## src/hdl/wms_pkg.sv

```systemverilog
// Shared types, constants and codes for the wildcard match scorer.
// No dependencies; every other file of the block but wms_ram imports this package.
package wms_pkg;

	localparam int LEN_BITS        = 7;
	localparam int SYM_FIELD_BITS  = 8;
	localparam int POS_BITS        = 32;
	localparam int SCORE_BITS      = 38;
	localparam int DEF_MAX_PATTERN = 64;
	localparam int DEF_SYMBOL_BITS = 8;

	localparam int APB_DATA_BITS = 32;
	localparam int PADDR_BITS    = 3;
	localparam int REG_ADDR_LSB  = 2;

	typedef enum logic [PADDR_BITS-REG_ADDR_LSB-1:0] {
		REG_PATTERN_LENGTH = 1'b0
	} reg_index_t;

	typedef enum logic {
		CMD_LOAD = 1'b0,
		CMD_TEXT = 1'b1
	} command_t;

	typedef enum logic [1:0] {
		ST_IDLE,
		ST_SCAN,
		ST_DRAIN,
		ST_PUSH
	} state_t;

	typedef struct packed {
		logic                      command;
		logic [SYM_FIELD_BITS-1:0] symbol;
	} in_item_t;

	typedef struct packed {
		logic [POS_BITS-1:0]   alignment_start;
		logic [SCORE_BITS-1:0] score;
		logic                  is_match;
	} out_item_t;

	// per-cycle control of the window row
	typedef struct packed {
		logic shift;
		logic scan;
	} cell_ctrl_t;

	// tag that rides along with each term through the multiplier pipeline
	typedef struct packed {
		logic valid;
		logic last;
	} pipe_ctrl_t;

endpackage

```

## src/hdl/wildcard_match_scorer.sv

```systemverilog
// Wildcard match scorer. A text transfer that completes an alignment of L symbols
// (L = effective pattern length) stalls the item channel until its result is pushed
// into the result register: the row walks one pattern position per cycle past
// the pattern RAM read port and the term multiplier. Load transfers and text
// transfers that leave the window short do not stall. Reset clears control, the
// window and the counters; pattern RAM holds garbage until loaded, with no sweep.
module wildcard_match_scorer import wms_pkg::*; #(
	parameter int MAX_PATTERN = DEF_MAX_PATTERN,
	parameter int SYMBOL_BITS = DEF_SYMBOL_BITS
) (
	input  logic                     clk,
	input  logic                     arst_n,
	// item channel
	input  logic                     item_valid,
	output logic                     item_stall,
	input  in_item_t                 item,
	// result channel
	output logic                     result_valid,
	input  logic                     result_stall,
	output out_item_t                result,
	// register port
	input  logic                     psel,
	input  logic                     penable,
	input  logic                     pwrite,
	input  logic [PADDR_BITS-1:0]    paddr,
	input  logic [APB_DATA_BITS-1:0] pwdata,
	output logic [APB_DATA_BITS-1:0] prdata,
	output logic                     pready
);

	// AW indexes the pattern store, LW counts up to MAX_PATTERN,
	// CW is wide enough for both that count and the length register
	localparam int AW = (MAX_PATTERN > 1) ? $clog2(MAX_PATTERN) : 1;
	localparam int LW = $clog2(MAX_PATTERN + 1);
	localparam int CW = (LW > LEN_BITS) ? LW : LEN_BITS;
	localparam int TW = 4 * SYMBOL_BITS;

	state_t                 state_q, state_d;
	logic                   scan_en;
	logic                   push;

	logic [LEN_BITS-1:0]    len_q;
	logic                   cfg_wr;
	logic                   len_wr;
	logic [CW-1:0]          len_raw;
	logic [CW-1:0]          len_eff;

	logic                   item_xfer;
	logic                   text_xfer;
	logic                   load_xfer;
	logic [SYMBOL_BITS-1:0] sym;

	logic [AW-1:0]          lp_q;
	logic [AW-1:0]          ptr_cur;
	logic [CW-1:0]          ptr_inc;
	logic [AW-1:0]          lp_nxt;

	logic [LW-1:0]          fill_q;
	logic [LW-1:0]          fill_inc;
	logic                   full;

	logic [POS_BITS-1:0]    pos_q;
	logic [POS_BITS-1:0]    align_q;
	logic [AW-1:0]          addr_q;

	cell_ctrl_t             row_ctrl;
	logic [SYMBOL_BITS-1:0] win   [MAX_PATTERN];
	logic [SYMBOL_BITS-1:0] work  [MAX_PATTERN];

	logic [SYMBOL_BITS-1:0] p_s1;
	logic [SYMBOL_BITS-1:0] t_s1;
	pipe_ctrl_t             ctrl_s1;
	pipe_ctrl_t             ctrl_s3;
	logic [TW-1:0]          term_s3;
	logic                   nz_s3;

	logic [SCORE_BITS-1:0]  acc_q;
	logic                   allz_q;
	out_item_t              res_q;
	logic                   res_valid_q;

	// ---------------------------------------------------------------
	// Register port: one length register, always ready
	// ---------------------------------------------------------------
	assign pready = 1'b1;
	assign cfg_wr = psel && penable && pwrite && pready;

	always_comb begin
		len_wr = 1'b0;
		prdata = '0;
		case (reg_index_t'(paddr[PADDR_BITS-1:REG_ADDR_LSB]))
			REG_PATTERN_LENGTH: begin
				len_wr = cfg_wr;
				prdata = APB_DATA_BITS'(len_q);
			end
			default: begin
				len_wr = 1'b0;
			end
		endcase
	end

	always_ff @(posedge clk or negedge arst_n) begin
		if (!arst_n) begin
			len_q <= LEN_BITS'(1);
		end else if (len_wr) begin
			len_q <= pwdata[LEN_BITS-1:0];
		end
	end

	// clamp to 1..MAX_PATTERN: zero acts as one, oversize as the full row
	assign len_raw = CW'(len_q);
	assign len_eff = (len_raw == '0) ? CW'(1) :
	                 (len_raw > CW'(MAX_PATTERN)) ? CW'(MAX_PATTERN) : len_raw;

	// ---------------------------------------------------------------
	// Item decode
	// ---------------------------------------------------------------
	assign item_xfer = item_valid && !item_stall;
	assign text_xfer = item_xfer && (item.command == CMD_TEXT);
	assign load_xfer = item_xfer && (item.command == CMD_LOAD);
	assign sym       = SYMBOL_BITS'(item.symbol);

	// Load pointer restarts at 0 when a shorter length left it out of range,
	// and wraps after the last pattern position so the next load starts over.
	assign ptr_cur = (CW'(lp_q) >= len_eff) ? '0 : lp_q;
	assign ptr_inc = CW'(ptr_cur) + CW'(1);
	assign lp_nxt  = (ptr_inc >= len_eff) ? '0 : AW'(ptr_inc);

	// Window fill saturates at the row length.
	assign fill_inc = (fill_q == LW'(MAX_PATTERN)) ? fill_q : fill_q + LW'(1);
	assign full     = CW'(fill_inc) >= len_eff;

	// ---------------------------------------------------------------
	// Sequencer
	// ---------------------------------------------------------------
	always_ff @(posedge clk or negedge arst_n) begin
		if (!arst_n) begin
			state_q <= ST_IDLE;
		end else begin
			state_q <= state_d;
		end
	end

	always_comb begin
		state_d = state_q;
		scan_en = 1'b0;
		push    = 1'b0;
		case (state_q)
			ST_IDLE: begin
				if (text_xfer && full) begin
					state_d = ST_SCAN;
				end
			end
			ST_SCAN: begin
				// walk the pattern from its last position down to 0
				scan_en = 1'b1;
				if (addr_q == '0) begin
					state_d = ST_DRAIN;
				end
			end
			ST_DRAIN: begin
				if (ctrl_s3.valid && ctrl_s3.last) begin
					state_d = ST_PUSH;
				end
			end
			ST_PUSH: begin
				// hold the sum until the result register is free
				if (!res_valid_q || !result_stall) begin
					push    = 1'b1;
					state_d = ST_IDLE;
				end
			end
			default: begin
				state_d = ST_IDLE;
			end
		endcase
	end

	assign item_stall = (state_q != ST_IDLE);

	// ---------------------------------------------------------------
	// Counters and positions
	// ---------------------------------------------------------------
	always_ff @(posedge clk or negedge arst_n) begin
		if (!arst_n) begin
			lp_q   <= '0;
			fill_q <= '0;
			pos_q  <= '0;
			addr_q <= '0;
		end else begin
			if (load_xfer) begin
				lp_q <= lp_nxt;
			end
			if (text_xfer) begin
				fill_q <= fill_inc;
				pos_q  <= pos_q + POS_BITS'(1);
			end
			if (text_xfer && full) begin
				addr_q <= AW'(len_eff - CW'(1));
			end else if (scan_en) begin
				addr_q <= addr_q - AW'(1);
			end
		end
	end

	// first text position of the alignment that ends at this transfer
	always_ff @(posedge clk) begin
		if (text_xfer) begin
			align_q <= pos_q + POS_BITS'(1) - POS_BITS'(len_eff);
		end
	end

	// ---------------------------------------------------------------
	// Pattern store
	// ---------------------------------------------------------------
	wms_ram #(
		.WIDTH (SYMBOL_BITS),
		.DEPTH (MAX_PATTERN)
	) u_pattern_ram (
		.clk   (clk),
		.we    (load_xfer),
		.waddr (ptr_cur),
		.wdata (sym),
		.re    (scan_en),
		.raddr (addr_q),
		.rdata (p_s1)
	);

	// ---------------------------------------------------------------
	// Window row: position 0 holds the newest symbol. On a text transfer every
	// position takes its neighbor's symbol and copies the new window into its
	// scan register; during the scan the copies move toward position 0, so
	// position 0 shows window[c] while the RAM reads pattern[L-1-c].
	// ---------------------------------------------------------------
	assign row_ctrl.shift = text_xfer;
	assign row_ctrl.scan  = scan_en;

	for (genvar j = 0; j < MAX_PATTERN; j++) begin : g_row
		logic [SYMBOL_BITS-1:0] window_in;
		logic [SYMBOL_BITS-1:0] work_in;

		if (j == 0) begin : g_head
			assign window_in = sym;
		end else begin : g_body
			assign window_in = win[j-1];
		end

		if (j == MAX_PATTERN - 1) begin : g_tail
			assign work_in = '0;
		end else begin : g_link
			assign work_in = work[j+1];
		end

		wms_cell #(
			.SYMBOL_BITS (SYMBOL_BITS)
		) u_pos (
			.clk        (clk),
			.arst_n     (arst_n),
			.ctrl       (row_ctrl),
			.window_in  (window_in),
			.work_in    (work_in),
			.window_out (win[j]),
			.work_out   (work[j])
		);
	end

	// ---------------------------------------------------------------
	// Term pipeline: stage 1 lines the text tap up with the RAM read data
	// ---------------------------------------------------------------
	always_ff @(posedge clk or negedge arst_n) begin
		if (!arst_n) begin
			ctrl_s1 <= '0;
		end else begin
			ctrl_s1.valid <= scan_en;
			ctrl_s1.last  <= scan_en && (addr_q == '0);
		end
	end

	always_ff @(posedge clk) begin
		if (scan_en) begin
			t_s1 <= work[0];
		end
	end

	wms_term #(
		.SYMBOL_BITS (SYMBOL_BITS)
	) u_term (
		.clk     (clk),
		.arst_n  (arst_n),
		.ctrl_s1 (ctrl_s1),
		.p_s1    (p_s1),
		.t_s1    (t_s1),
		.ctrl_s3 (ctrl_s3),
		.term_s3 (term_s3),
		.nz_s3   (nz_s3)
	);

	// Accumulate modulo 2^38; the match flag comes from the terms themselves
	// so it stays exact even when the sum wraps.
	always_ff @(posedge clk) begin
		if (text_xfer) begin
			acc_q  <= '0;
			allz_q <= 1'b1;
		end else if (ctrl_s3.valid) begin
			acc_q  <= acc_q + SCORE_BITS'(term_s3);
			allz_q <= allz_q && !nz_s3;
		end
	end

	// ---------------------------------------------------------------
	// Result register: frees the item side while a result waits
	// ---------------------------------------------------------------
	always_ff @(posedge clk or negedge arst_n) begin
		if (!arst_n) begin
			res_valid_q <= 1'b0;
		end else if (push) begin
			res_valid_q <= 1'b1;
		end else if (!result_stall) begin
			res_valid_q <= 1'b0;
		end
	end

	always_ff @(posedge clk) begin
		if (push) begin
			res_q.alignment_start <= align_q;
			res_q.score           <= acc_q;
			res_q.is_match        <= allz_q;
		end
	end

	assign result_valid = res_valid_q;
	assign result       = res_q;

endmodule

```

## src/hdl/wms_ram.sv

```systemverilog
// Generic single-port-write, single-port-read RAM with registered read data.
// Depends on nothing; used for the pattern store.
module wms_ram #(
	parameter int WIDTH = 8,
	parameter int DEPTH = 64,
	localparam int AW = (DEPTH > 1) ? $clog2(DEPTH) : 1
) (
	input  logic             clk,
	input  logic             we,
	input  logic [AW-1:0]    waddr,
	input  logic [WIDTH-1:0] wdata,
	input  logic             re,
	input  logic [AW-1:0]    raddr,
	output logic [WIDTH-1:0] rdata
);

	logic [WIDTH-1:0] mem_q [DEPTH];
	logic [WIDTH-1:0] rdata_q;

	always_ff @(posedge clk) begin
		if (we) begin
			mem_q[waddr] <= wdata;
		end
		if (re) begin
			rdata_q <= mem_q[raddr];
		end
	end

	assign rdata = rdata_q;

endmodule

```

## src/hdl/wms_cell.sv

```systemverilog
// One position of the text window row: the live window symbol and a scan copy.
// Depends on wms_pkg for the row control struct.
module wms_cell import wms_pkg::*; #(
	parameter int SYMBOL_BITS = DEF_SYMBOL_BITS
) (
	input  logic                   clk,
	input  logic                   arst_n,
	input  cell_ctrl_t             ctrl,
	input  logic [SYMBOL_BITS-1:0] window_in,
	input  logic [SYMBOL_BITS-1:0] work_in,
	output logic [SYMBOL_BITS-1:0] window_out,
	output logic [SYMBOL_BITS-1:0] work_out
);

	logic [SYMBOL_BITS-1:0] window_q;
	logic [SYMBOL_BITS-1:0] work_q;

	// window advances one place per text transfer
	always_ff @(posedge clk or negedge arst_n) begin
		if (!arst_n) begin
			window_q <= '0;
		end else if (ctrl.shift) begin
			window_q <= window_in;
		end
	end

	// scan copy: snapshot of the new window, then walk toward position 0
	always_ff @(posedge clk) begin
		if (ctrl.shift) begin
			work_q <= window_in;
		end else if (ctrl.scan) begin
			work_q <= work_in;
		end
	end

	assign window_out = window_q;
	assign work_out   = work_q;

endmodule

```

## src/hdl/wms_term.sv

```systemverilog
// Two-stage pipeline for one term p*t*(p-t)^2 and its nonzero flag.
// Depends on wms_pkg for the pipeline tag struct.
module wms_term import wms_pkg::*; #(
	parameter int SYMBOL_BITS = DEF_SYMBOL_BITS,
	localparam int PW = 2 * SYMBOL_BITS,
	localparam int TW = 4 * SYMBOL_BITS
) (
	input  logic                   clk,
	input  logic                   arst_n,
	input  pipe_ctrl_t             ctrl_s1,
	input  logic [SYMBOL_BITS-1:0] p_s1,
	input  logic [SYMBOL_BITS-1:0] t_s1,
	output pipe_ctrl_t             ctrl_s3,
	output logic [TW-1:0]          term_s3,
	output logic                   nz_s3
);

	logic [SYMBOL_BITS-1:0] diff;
	pipe_ctrl_t             ctrl_s2;
	logic [PW-1:0]          pt_s2;
	logic [PW-1:0]          dd_s2;
	logic                   nz_s2;
	pipe_ctrl_t             ctrl_s3_q;
	logic [TW-1:0]          term_s3_q;
	logic                   nz_s3_q;

	assign diff = (p_s1 >= t_s1) ? (p_s1 - t_s1) : (t_s1 - p_s1);

	always_ff @(posedge clk or negedge arst_n) begin
		if (!arst_n) begin
			ctrl_s2   <= '0;
			ctrl_s3_q <= '0;
		end else begin
			ctrl_s2   <= ctrl_s1;
			ctrl_s3_q <= ctrl_s2;
		end
	end

	always_ff @(posedge clk) begin
		pt_s2     <= PW'(p_s1) * PW'(t_s1);
		dd_s2     <= PW'(diff) * PW'(diff);
		nz_s2     <= (p_s1 != '0) && (t_s1 != '0) && (p_s1 != t_s1);
		term_s3_q <= TW'(pt_s2) * TW'(dd_s2);
		nz_s3_q   <= nz_s2;
	end

	assign ctrl_s3 = ctrl_s3_q;
	assign term_s3 = term_s3_q;
	assign nz_s3   = nz_s3_q;

endmodule

```

## config.mk

```make
export PLATFORM = sky130hd
export DESIGN_NAME = wildcard_match_scorer
export DESIGN_NICKNAME = d
export VERILOG_FILES = /design/src/hdl/wms_pkg.sv /design/src/hdl/wildcard_match_scorer.sv /design/src/hdl/wms_ram.sv /design/src/hdl/wms_cell.sv /design/src/hdl/wms_term.sv
export SDC_FILE = /design/constraint.sdc
export NUM_CORES = 2
export LEC_CHECK = 0
export ABC_AREA = 1
export BUFFER_PORTS_ARGS = -buffer_cell sky130_fd_sc_hd__buf_2
export CAP_MARGIN = 20
export CORE_MARGIN = 5
export CORE_UTILIZATION = 43
export CTS_CLUSTER_SIZE = 14
export DETAILED_ROUTE_END_ITERATION = 6
export HOLD_SLACK_MARGIN = 0.1
export SYNTH_ARGS = -nofsm -noshare
export SYNTH_HDL_FRONTEND = slang
export SYNTH_SLANG_ARGS = --single-unit
```

## constraint.sdc

```tcl
create_clock -name clk -period 18 [get_ports clk]
set_input_delay 2.7 -clock clk [delete_from_list [all_inputs] [get_ports clk]]
set_output_delay 2.7 -clock clk [all_outputs]
set_load 0.01 [all_outputs]
```

Word-level counts from Yosys, hierarchy flattened
Memories as Yosys holds them, arrays and structs flattened. A register that Yosys moved wholly into a read port is not among the register bits. Cells that the tools add are included.

$add $sub $neg: 9. Multiply operators: 3. $lt $le $gt $ge: 5. Equal/unequal tests: 10. Multiplexer cells: 150. Bitwise operators: 1. Reductions and logical operators: 25.

Operators with widths (number): 2-to-1 mux 8 bit (129); adder 38 x 32 -> 38 bit (1); adder 32 x 1 -> 32 bit (second input constant) (1); multiplier 16 x 16 -> 32 bit (1); multiplier 8 x 8 -> 16 bit (2); subtractor 32 x 7 -> 32 bit (1); 2-to-1 mux 7 bit (4); 2-to-1 mux 6 bit (4); nonzero test 8 bit (2); subtractor 8 bit (2); greater-or-equal comparator 7 bit (2); subtractor 6 x 1 -> 6 bit (second input constant) (2); logical AND 1 bit (11); greater-or-equal comparator 8 bit (1); 2-to-1 mux 1 bit (8); 2-to-1 mux 2 bit (4); != test 2 bit (second input constant) (4); != test 8 bit (1); case mux 2 bit (4 select lines) (1); adder 6 x 1 -> 7 bit (second input constant) (1); adder 7 x 1 -> 7 bit (second input constant) (1); == test 7 bit (second input constant) (1); greater-or-equal comparator 6 x 7 -> 1 bit (1); greater-than comparator 7 bit (second input constant) (1); 11 further kinds (17).

Flip-flop bits (word level): 1299. Memory bits (writable): 512. Bits of input ports: 51. Output and inout port bits: 106. Logic and storage cells: 356. Memories: 1.

Memories: u_pattern_ram.mem_q (depth 64, width 8, rd ports 1, clocked after Yosys merged registers in 1, wr ports 1, RTL line wms_ram.sv:17) `logic [WIDTH-1:0] mem_q [DEPTH];`.

Longest topological paths before layout
Word-level depth: 8. Mapped depth: 31. Gate-level depth less buffers: 29.

By module
A second synthesis with hierarchy kept.

Cell total of the unflattened synthesis: 9245. Area total of the unflattened synthesis: 90867.1 um^2.

By module, submodules not included: wms_cell (instances 64, cells an instance 60, area an instance 649.4 um^2, seq. area each 440.4 um^2); wms_ram (instances 1, cells an instance 1805, area an instance 21419.3 um^2, seq. area each 15615.0 um^2); wms_term (instances 1, cells an instance 1999, area an instance 15150.8 um^2, seq. area each 1401.3 um^2); wildcard_match_scorer (instances 1, cells an instance 1601, area an instance 12737.2 um^2, seq. area each 5691.7 um^2).

Worst setup path before layout
OpenSTA, ideal clock, no wires.

Kind: input to register. Start: in item_valid. End: reg g_row[0].u_pos.work_q[0] (enable). Setup time: 3.669 ns. Arrival time: 11.787 ns. Data required time: 14.331 ns. Setup slack: 2.544 ns. Stages: 6. Cells stage by stage: inv_1 -> nor3_4 -> inv_2 -> clkbuf_1 -> clkbuf_1 -> nand2_1.

Word-level cells in the longest chain between the ends: 3.

Ends and longest elaborated chain: start: declaration (RTL line wildcard_match_scorer.sv:14) `input logic item_valid,`; logical AND 1 bit (RTL line wildcard_match_scorer.sv:118) `assign item_xfer = item_valid && !item_stall;`; logical AND 1 bit (RTL line wildcard_match_scorer.sv:119) `assign text_xfer = item_xfer && (item.command == CMD_TEXT);`; nonzero test 2 bit (no line); end signal: assignment (RTL line wms_cell.sv:30) `work_q <= window_in;`; end signal: assignment (RTL line wms_cell.sv:32) `work_q <= work_in;`; end: declaration (RTL line wms_cell.sv:16) `logic [SYMBOL_BITS-1:0] work_q;`.

Every way passes these cells. A chain may end at the register's enable or synchronous reset.

Final worst setup path
Start: in item_valid. End: reg g_row[17].u_pos.work_q[5] (enable).

Word-level cells in the longest chain between the ends: 3.

Ends and longest elaborated chain (RTL line): logical AND 1 bit (wildcard_match_scorer.sv:118); logical AND 1 bit (wildcard_match_scorer.sv:119); nonzero test 2 bit (no line); end signal: assignment (wms_cell.sv:30); end signal: assignment (wms_cell.sv:32); end: declaration (wms_cell.sv:16).

Every way passes these cells.

==> run metrics <==
sequential element share of the synthesized area 59.0%; grt ovf 0; DRT antenna net count 0; synthesized instance count 8,730; fin crit share 39.2%; Final Critical Period 7.06 ns; Main synth FF type edfxtp_1; dpl hpwl 113,000 um; hold_buf cts 0; pre-CTS setup slack approximately 10 ns; setup violators final 0; largest net degree at the start of global routing 246; Setup crit start kind input pin; status completed; Iter 0 DRT Violations 4,552; number of core rows between 150 and 200; Synth area leaders edfxtp_1 (40%), dfrtp_1 (17%), nand2_1 (15%); # Post-CTS Setup Buffers 0; Die Footprint 0.209 mm2; vias in the first global route 57,100; vias per std cell 4.97; Synth cell types 52; Hold Fails Final Rpt 0; initial core utilization 43.1%; clk root buf clkbuf_16; Max Fclk 142 MHz; H-tree depth 4; routed wire length 179,000 um; All-Layer GR Usage 17.1%; WS Path Type input pin to flop; Max-Cap Viols 0; EDFF count, synth 1,143; crit path capture type flop; final instance area roughly 0.095 mm2; Worst EP required 18.41 ns; # IOs 157; area share of the largest cell type after synthesis around 40%; most numerous cell in the Yosys netlist nand2_1; share of layout cells above drive strength 1 5.68%; Async SR Flop Fraction around a third; Tightest Pin Transition 1.24 ns; Clock Sinks 1,818; wire per inst 15.6 um; YS warnings 0; Port Buffers 103; Core Footprint 0.199 mm2; first-pass GRT wire length slightly below 300,000 um; die height roughly 460 um; setup_tns 0 ns; # resized after CTS 0; die width between 400 and 500 um; Pins Over Slew Limit 0; register bit total from synthesis roughly 1,800; DRT Pass-1 Iters 6; antenna violations before repair 9; unrepaired setup endpoints after global routing false; largest area contributor in the netlist edfxtp_1; critical path fanouts, max approximately 150; CTS tree done; most frequent cells after synthesis nand2_1 (3,466), edfxtp_1 (1,143), inv_1 (756), nor2_1 (576), dfrtp_1 (570); Worst-path clk slew 0.06 ns; clock tree buffer depth 3; Rel. slew slack between 15 and 20%; Hold Path Class flop to flop; area post-placement 0.0888 mm2; CP arrival 7.47 ns; Fill cells 18,400; Cell Area, Synth 0.0859 mm2; # nets final 9,284; Avg Synthesized Cell Area slightly below 10 um2; Clock Latency Late Sink 0.82 ns; CTS Buf Count 184; global placer's final weighted congestion approximately 0.85; # DRC 0; via count 57,400; Layout Area Growth over Synthesis 10.4%; setup slack after layout 10.94 ns; clock skew about 0.045 ns; Layout Utilization roughly 48%
-- path summary, 6_finish.rpt --
| kind | from | to | slack, ns | depth (start not counted) |
|---|---|---|---|---|
| hold / removal | u_term.nz_s2 | u_term.nz_s3 | 0.34 | 0 |
| min in group asynchronous | arst_n | g_row[23].u_pos.window_out[3] | 2.03 | 1 |
| max in group asynchronous | arst_n | addr_q[0] | 13.53 | 3 |
| hold reg to reg | u_term.nz_s2 | u_term.nz_s3 | 0.34 | 0 |
| setup reg to reg | u_pattern_ram.rdata[0] | u_term.dd_s2[15] | 11.69 | 25 |
| setup / recovery | item_valid | g_row[17].u_pos.work_out[5] | 10.94 | 9 |
-- layer usage --
metal	track usage [%]	part of all wire [%]
met4	4.46	2.2
met2	28.3	48
met1	23.6	46
met3	2.66	4.6
met5	0	0.018
-- layout make-up --
class	count	area [um2]	share of cell area, %
multi-input cells	5784	30800	32.5
clock inverters	74	777	0.819
diodes	6	15.0	0.0158
clock buffers	268	5280	5.57
inverters	769	2900	3.06
repair buffers	159	1000	1.06
flip-flops and latches	1818	50700	53.5
well taps	2656	3320	3.50
-- cells in the final DEF (no fill, tap or decap), types with 104 or more instances in the layout --
master / n
ha_1: 272
inv_1: 754
nand2_1: 3465
dfxtp_1: 104
edfxtp_1: 1143
fa_1: 245
buf_2: 104
clkbuf_16: 191
o21ai_0: 393
nand3_1: 178
dfrtp_1: 567
a21oi_1: 146
nor2_1: 574
-- worst max-delay path, stage by stage --
cell,delay [ns]
buf_2,0.08
inv_1,0.07
nor3_4,0.19
buf_4,0.63
inv_8,0.44
nand2_4,0.80
buf_4,0.62
buf_4,0.80
buf_4,0.90
-- registers in the layout (all words and copies together), names as in the netlist, 15 cells and up --
register and flops:
g_row.u_pos.work_out 512, u_pattern_ram.mem_q 512, g_row.u_pos.window_out 504, result 71, acc_q 38, align_q 32
pos_q 32, u_term.term_s3 32, u_term.pt_s2 16, u_term.dd_s2 15
-- through the flow --
stage / instances / hold WS (ns)
2_1_floorplan: 8756 / 0.310
3_5_place_dp: 11200 / 0.325
5_1_grt: 11500 / 0.349
4_1_cts: 11500 / 0.331
3_3_place_gp: 11200 / 0.322
6_report: 11500 / 0.335
-- kinds of logic after synthesis --
| group | share of synthesized area (%) |
|---|---|
| buf+inv | 5.25 |
| compound gates | 5.00 |
| simple gates | 19.9 |
| xor+xnor | 1.10 |
| mux | 0.0117 |
| flops | 59.0 |
| other cells | 0.00874 |
| fa+ha+maj | 9.67 |
Power is left out: the tool's default activity adds up to more than one toggle a clock period on the data nets, which glitch-free logic cannot reach.
